[src/rtl/gds_pkg.sv]
package gds_pkg;

    localparam logic [2:0] FUNC_LOAD   = 3'd0;
    localparam logic [2:0] FUNC_DAYS   = 3'd1;
    localparam logic [2:0] FUNC_WEEKS  = 3'd2;
    localparam logic [2:0] FUNC_MONTHS = 3'd3;
    localparam logic [2:0] FUNC_YEARS  = 3'd4;

    localparam logic [1:0] STATUS_OK      = 2'd0;
    localparam logic [1:0] STATUS_INVALID = 2'd1;
    localparam logic [1:0] STATUS_SAT     = 2'd2;

    localparam logic [15:0] YEAR_MAX   = 16'd65535;
    localparam logic [15:0] YEAR_RESET = 16'd2000;
    localparam logic [3:0]  MONTH_JAN  = 4'd1;
    localparam logic [3:0]  MONTH_FEB  = 4'd2;
    localparam logic [3:0]  MONTH_DEC  = 4'd12;
    localparam logic [4:0]  DAY_FIRST  = 5'd1;
    localparam logic [4:0]  FEB_LEAP_LEN = 5'd29;

    localparam logic [4:0] MONTH_LEN [12] = '{
        5'd31, 5'd28, 5'd31, 5'd30, 5'd31, 5'd30,
        5'd31, 5'd31, 5'd30, 5'd31, 5'd30, 5'd31
    };

    // multiplicative inverse of 25 modulo 2**16 and the largest quotient of a multiple
    localparam logic [15:0] INV25     = 16'd23593;
    localparam logic [15:0] DIV25_MAX = 16'd2621;

    typedef struct packed {
        logic [2:0]  func;
        logic [14:0] count;
        logic [4:0]  load_day;
        logic [3:0]  load_month;
        logic [15:0] load_year;
    } t_in_word;

    typedef struct packed {
        logic [4:0]  day;
        logic [3:0]  month;
        logic [15:0] year;
        logic [1:0]  status;
    } t_out_word;

    function automatic logic is_leap(input logic [15:0] year);
        logic [31:0] prod;
        logic        div25;
        prod  = {16'd0, year} * {16'd0, INV25};
        div25 = (prod[15:0] <= DIV25_MAX);
        return ((year[1:0] == 2'd0) && !div25) || ((year[3:0] == 4'd0) && div25);
    endfunction

    function automatic logic [4:0] days_in(input logic [3:0] month, input logic leap);
        logic [4:0] len;
        if ((month < MONTH_JAN) || (month > MONTH_DEC)) begin
            len = 5'd0;
        end else if ((month == MONTH_FEB) && leap) begin
            len = FEB_LEAP_LEN;
        end else begin
            len = MONTH_LEN[4'(month - MONTH_JAN)];
        end
        return len;
    endfunction

endpackage

[src/rtl/gregorian_date_stepper.sv]
// channel | valid   | stall   | word
// input   | i_valid | o_stall | i_word (gds_pkg::t_in_word)
// output  | o_valid | i_stall | o_word (gds_pkg::t_out_word)
// Load and year add go through their own state and ST_DONE to the result register;
// unused codes go straight to ST_DONE. Day add steps count days, week add 7 * count days, month add count months;
// one day or month step a cycle through the shared leap and month-length unit.
// o_stall is high from accept until the result enters the output register,
// including while a finished result waits for a stalled output register.
// A stalled result holds; the next word is taken while it waits.
// Synchronous active-low reset sets the date to 1 January 2000.
module gregorian_date_stepper (
    input  logic               i_clk,
    input  logic               i_rst_n,
    input  logic               i_valid,
    output logic               o_stall,
    input  gds_pkg::t_in_word  i_word,
    output logic               o_valid,
    input  logic               i_stall,
    output gds_pkg::t_out_word o_word
);

    localparam logic [2:0] ST_IDLE   = 3'd0;
    localparam logic [2:0] ST_LOAD   = 3'd1;
    localparam logic [2:0] ST_DAYS   = 3'd2;
    localparam logic [2:0] ST_MONTHS = 3'd3;
    localparam logic [2:0] ST_YEARS  = 3'd4;
    localparam logic [2:0] ST_DONE   = 3'd5;

    logic [2:0]         r_state,     n_state;
    logic [4:0]         r_cur_day,   n_cur_day;
    logic [3:0]         r_cur_month, n_cur_month;
    logic [15:0]        r_cur_year,  n_cur_year;
    gds_pkg::t_in_word  r_cmd,       n_cmd;
    logic [17:0]        r_cnt,       n_cnt;
    logic [1:0]         r_status,    n_status;
    gds_pkg::t_out_word r_out,       n_out;
    logic               r_out_valid, n_out_valid;

    logic [15:0] u_year;
    logic [3:0]  u_month;
    logic        u_leap;
    logic [4:0]  u_len;
    logic        w_last_month;
    logic [3:0]  w_next_month;
    logic [16:0] w_year_sum;
    logic        w_load_ok;

    assign w_last_month = (r_cur_month >= gds_pkg::MONTH_DEC);
    assign w_next_month = w_last_month ? gds_pkg::MONTH_JAN : 4'(r_cur_month + 4'd1);
    assign w_year_sum   = {1'b0, r_cur_year} + {2'b00, r_cmd.count};

    always_comb begin
        u_year = (r_state == ST_LOAD) ? r_cmd.load_year : r_cur_year;
        if (r_state == ST_LOAD) begin
            u_month = r_cmd.load_month;
        end else if (r_state == ST_MONTHS) begin
            u_month = w_next_month;
        end else begin
            u_month = r_cur_month;
        end
        u_leap = gds_pkg::is_leap(u_year);
        u_len  = gds_pkg::days_in(u_month, u_leap);
    end

    assign w_load_ok = (r_cmd.load_month >= gds_pkg::MONTH_JAN) &&
                       (r_cmd.load_month <= gds_pkg::MONTH_DEC) &&
                       (r_cmd.load_day >= gds_pkg::DAY_FIRST) &&
                       (r_cmd.load_day <= u_len);

    always_comb begin
        n_state     = r_state;
        n_cur_day   = r_cur_day;
        n_cur_month = r_cur_month;
        n_cur_year  = r_cur_year;
        n_cmd       = r_cmd;
        n_cnt       = r_cnt;
        n_status    = r_status;
        n_out       = r_out;
        n_out_valid = r_out_valid && i_stall;

        unique case (r_state)
            ST_IDLE: begin
                if (i_valid) begin
                    n_cmd    = i_word;
                    n_status = gds_pkg::STATUS_OK;
                    n_cnt    = {3'b000, i_word.count};
                    unique case (i_word.func)
                        gds_pkg::FUNC_LOAD:   n_state = ST_LOAD;
                        gds_pkg::FUNC_DAYS:   n_state = ST_DAYS;
                        gds_pkg::FUNC_WEEKS: begin
                            n_cnt   = {i_word.count, 3'b000} - {3'b000, i_word.count};
                            n_state = ST_DAYS;
                        end
                        gds_pkg::FUNC_MONTHS: n_state = ST_MONTHS;
                        gds_pkg::FUNC_YEARS:  n_state = ST_YEARS;
                        default:              n_state = ST_DONE;
                    endcase
                end
            end
            ST_LOAD: begin
                if (w_load_ok) begin
                    n_cur_day   = r_cmd.load_day;
                    n_cur_month = r_cmd.load_month;
                    n_cur_year  = r_cmd.load_year;
                end else begin
                    n_status = gds_pkg::STATUS_INVALID;
                end
                n_state = ST_DONE;
            end
            ST_DAYS: begin
                if (r_cnt == 18'd0) begin
                    n_state = ST_DONE;
                end else if (r_cur_day >= u_len) begin
                    if (w_last_month && (r_cur_year == gds_pkg::YEAR_MAX)) begin
                        n_status = gds_pkg::STATUS_SAT;
                        n_state  = ST_DONE;
                    end else begin
                        if (w_last_month) begin
                            n_cur_year = 16'(r_cur_year + 16'd1);
                        end
                        n_cur_month = w_next_month;
                        n_cur_day   = gds_pkg::DAY_FIRST;
                        n_cnt       = 18'(r_cnt - 18'd1);
                    end
                end else begin
                    n_cur_day = 5'(r_cur_day + 5'd1);
                    n_cnt     = 18'(r_cnt - 18'd1);
                end
            end
            ST_MONTHS: begin
                if (r_cnt == 18'd0) begin
                    n_state = ST_DONE;
                end else if (w_last_month && (r_cur_year == gds_pkg::YEAR_MAX)) begin
                    n_status = gds_pkg::STATUS_SAT;
                    n_state  = ST_DONE;
                end else begin
                    if (w_last_month) begin
                        n_cur_year = 16'(r_cur_year + 16'd1);
                    end
                    n_cur_month = w_next_month;
                    if (r_cur_day > u_len) begin
                        n_cur_day = u_len;
                    end
                    n_cnt = 18'(r_cnt - 18'd1);
                end
            end
            ST_YEARS: begin
                if (w_year_sum[16]) begin
                    n_cur_year = gds_pkg::YEAR_MAX;
                    n_status   = gds_pkg::STATUS_SAT;
                end else begin
                    n_cur_year = w_year_sum[15:0];
                end
                n_state = ST_DONE;
            end
            ST_DONE: begin
                if (!r_out_valid || !i_stall) begin
                    n_out.day    = r_cur_day;
                    n_out.month  = r_cur_month;
                    n_out.year   = r_cur_year;
                    n_out.status = r_status;
                    n_out_valid  = 1'b1;
                    n_state      = ST_IDLE;
                end
            end
            default: n_state = ST_IDLE;
        endcase
    end

    always_ff @(posedge i_clk) begin
        if (!i_rst_n) begin
            r_state     <= ST_IDLE;
            r_out_valid <= 1'b0;
            r_cur_day   <= gds_pkg::DAY_FIRST;
            r_cur_month <= gds_pkg::MONTH_JAN;
            r_cur_year  <= gds_pkg::YEAR_RESET;
        end else begin
            r_state     <= n_state;
            r_out_valid <= n_out_valid;
            r_cur_day   <= n_cur_day;
            r_cur_month <= n_cur_month;
            r_cur_year  <= n_cur_year;
        end
    end

    always_ff @(posedge i_clk) begin
        r_cmd    <= n_cmd;
        r_cnt    <= n_cnt;
        r_status <= n_status;
        r_out    <= n_out;
    end

    assign o_stall = (r_state != ST_IDLE);
    assign o_valid = r_out_valid;
    assign o_word  = r_out;

`ifndef SYNTHESIS
    a_month_range: assert property (@(posedge i_clk) disable iff (!i_rst_n)
        (r_cur_month >= gds_pkg::MONTH_JAN) && (r_cur_month <= gds_pkg::MONTH_DEC))
        else $error("held month out of range");

    a_day_range: assert property (@(posedge i_clk) disable iff (!i_rst_n)
        (r_cur_day >= gds_pkg::DAY_FIRST) && (r_cur_day <= 5'd31))
        else $error("held day out of range");

    a_accept_busy: assert property (@(posedge i_clk) disable iff (!i_rst_n)
        (i_valid && !o_stall) |=> (r_state != ST_IDLE))
        else $error("accepted word did not start a command");

    a_sat_year: assert property (@(posedge i_clk) disable iff (!i_rst_n)
        (o_valid && (o_word.status == gds_pkg::STATUS_SAT)) |->
            (o_word.year == gds_pkg::YEAR_MAX))
        else $error("saturated status without maximum year");

    a_done_result: assert property (@(posedge i_clk) disable iff (!i_rst_n)
        ((r_state == ST_DONE) && !(r_out_valid && i_stall)) |=> (o_valid && !o_stall))
        else $error("finished command did not present its result");
`endif

endmodule

[config.mk]
export PLATFORM = sky130hd
export DESIGN_NAME = gregorian_date_stepper
export DESIGN_NICKNAME = d
export VERILOG_FILES = /design/src/rtl/gds_pkg.sv /design/src/rtl/gregorian_date_stepper.sv
export SDC_FILE = /design/constraint.sdc
export NUM_CORES = 1
export LEC_CHECK = 0
export BUFFER_PORTS_ARGS = -buffer_cell sky130_fd_sc_hd__buf_2
export CORE_AREA = 2 2 148 207
export CTS_CLUSTER_DIAMETER = 120
export CTS_CLUSTER_SIZE = 30
export DETAILED_ROUTE_END_ITERATION = 6
export DIE_AREA = 0 0 150 209
export PLACE_DENSITY = 0.46
export SLEW_MARGIN = 20
export SYNTH_ARGS = -nofsm -noshare
export SYNTH_HDL_FRONTEND = slang
export SYNTH_SLANG_ARGS = --single-unit
[constraint.sdc]
create_clock -name i_clk -period 14.9 [get_ports i_clk]
set_input_delay 2.235 -clock i_clk [delete_from_list [all_inputs] [get_ports i_clk]]
set_output_delay 2.235 -clock i_clk [all_outputs]
set_load 0.005 [all_outputs]
==> reports/results.ini <==
[worst_setup_path]
endpoint_kind = register
path_max_fanout = 25
critical_path_class = register to register
r2r_cells = 27
r2r_start = r_state[0]
cp-startpoint = r_state[0]
path_buf_inv = 5
path_delay_family = adder cells
worstPathArrival_ns = 8.16
endpoint = r_cur_year[6]
cp.depth = 27
rr_endpoint = r_cur_year[6]
crit_path_max_incr_delay_ns = 0.55
worst_setup_path_start_kind = register
cpMaxStageDelayCell = fa_1
crit_required_ns = 15.19
r2r_slack_ns = 7.02

[drt]
vias = 7097
wl_um = 25000
dr.pass1.iters = 4
initialDrtViolationCount = 333
drtAntennaViolNets = 0
vias_per_cell = 5.04
drc = 0
wire_per_inst_um = 17.8

[clock_tree]
cts_buffer_depth = 2
htreeDepth = 4
cts_tree = yes
postCtsSetupRepairBufs = 0
clk_latency_ns = 0.43
cts_root_buf = clkbuf_16
clk_pin_slew_worst_paths_ns = 0.06
cts-resized-gates = 0
cts_sinks = 116
cts_buffers = 17
ctsHoldBuffers = 0

[sta]
hold_viol_final = 0
whs_ns = 0.457
period_needed_ns = 7.88
tightest_slew_ns = 1.05
drv_slew = 0
timing.fmax_mhz = 127
final.period_utilization_pct = 52.9
slew_headroom_pct = 29.9
skew_ns = 0.0114
setup_viol = 0
rsz0062_at_grt = no
worst_slack_ns = 7.02
setup_tns_ns = 0

[yosys]
yosys_warnings = 0
synth-main-ff-cell = edfxtp_1
synth_enable_flop_cells = 87
synth.area.top_cells = edfxtp_1 (29%), ha_1 (15%), dfxtp_1 (6.4%)
yosys_register_bits = 116
ys_types = 77
async_reset_ff_share_pct = 0
avgSynthCellArea_um2 = 9.62
synth_top_area_share_pct = 29.0
yosysTopAreaCell = edfxtp_1
synth_cells = 936
synth.net_count = 1107
syn-cell-area_um2 = 9000
seq_area_frac_synth_pct = 35.5

[worst_hold_path]
hp-class = register to register

[finish]
drive_gt1_share_pct = 13.9
final_nets = 1180
fin_cells = 1407
syn_to_final_growth_pct = 15.5
n_antenna_cell = 0

[placement]
pre_cts_ws_ns = 7.06
place_congestion = 0.869
io_buffers = 75
dp.cells = 1375
hpwl_um = 19900

[floorplanning]
io_pins = 76
rows = 75
dieHeight_um = 209
die_w_um = 150
fp.dieArea_um2 = 31400
core_um2 = 29700
initial_core_util_pct = 30.4

[global_route]
grt_pass1_vias = 7271
grt_usage_pct = 16.5
gr-total-overflow = 0
antenna_found_initial = 0
grt_pass1_wl_um = 39500
grt_max_degree = 41

[outcome]
outcome = finished clean

[job]
cap_violations = 0

==> worst min path at each step <==
stage,endpoint,cells past startpoint,start,slack (ns)
final,o_word[1],0,r_status[1],0.46
after CTS,o_word[1],0,r_status[1],0.47
after global routing,o_word[1],0,r_status[1],0.48
after global placement,o_word[1],0,r_status[1],0.46
after floorplan,o_word[0],0,r_status[0],0.40
after detailed placement,o_word[1],0,r_status[1],0.46
==> cell families after synthesis <==
logic type      after synthesis  share of synthesized area, %
compound gates              245                          18.3
mux                          18                          2.11
simple gates                247                          13.2
xor+xnor                     73                          7.25
flops                       116                          35.5
fa+ha+maj                   124                          18.8
buf+inv                     113                          4.90
==> synthesized netlist by cell type, types with 5 or more instances <==
cell and count:
and3_1 7, nor2_1 79, a21o_1 6, dfxtp_1 29
clkbuf_1 19, nor3_1 17, a22oi_1 10, a211oi_1 11
o21ai_1 7, inv_1 86, a21oi_1 68, o22ai_1 7
nand3_1 22, o21ai_0 45, ha_1 105, nand2b_1 11
xnor2_1 45, o2111ai_1 5, nor2b_1 8, o31ai_1 6
a31oi_1 6, mux2i_1 10, fa_1 19, mux2_2 8
o211ai_1 11, a311oi_1 5, a221oi_1 6, nand4_1 6
or3_1 8, nand2_1 60, xor2_1 27, edfxtp_1 87
nor4_1 8, o21a_1 11
==> area by class of cell <==
cell class                      instances  area [µm²]
Clock buffer                           17         425
Clock inverter                         15         165
Fill cell                            3093       19300
Inverter                               87         327
Multi-Input combinational cell        707        5400
Sequential cell                       116        3190
Tap cell                              385         482
Timing Repair Buffer                   80         413
==> routing by layer <==
layer	global-route usage, %	vias up	wire length [µm]
met1	19.0	3400	10400
li1	-	3574	-
met4	4.91	0	422
met2	31.1	100	13700
met5	0	-	0
met3	2.31	23	557
==> cell usage in the layout, fill, tap and decap left out, types with 11 or more instances in the layout <==
cell       netlist  layout
xor2_1          27      27
nor2_1          79      78
o211ai_1        11      11
o21a_1          11      11
nand3_1         22      22
nand2_1         60      60
edfxtp_1        87      87
nor3_1          17      17
ha_1           105     105
fa_1            19      19
a21oi_1         68      67
o21ai_0         45      45
dfxtp_1         29      29
xnor2_1         45      45
inv_1           86      86
nand2b_1        11      11
clkbuf_16        0      17
buf_2            2      75
a211oi_1        11      11
==> flip-flops by register name, indices dropped and copies added, names as in the netlist <==
| register | cells |
|---|---|
| r_state | 3 |
| r_cur_month | 4 |
| o_valid | 1 |
| r_cnt | 18 |
| r_cur_day | 5 |
| r_cmd | 40 |
| o_word | 27 |
| r_status | 2 |
| r_cur_year | 16 |
==> stage by stage <==
| stage | util (%) | instance area (µm²) |
|---|---|---|
| floorplan | - | 9000 |
| global placement | 33.1 | 9810 |
| detailed placement | 33.1 | 9810 |
| CTS | 35.1 | 10400 |
| global route | 35.1 | 10400 |
| finish | 35.1 | 10400 |
Power is left out: the tool's default activity adds up to more than one toggle a clock period on the data nets, which glitch-free logic cannot reach.
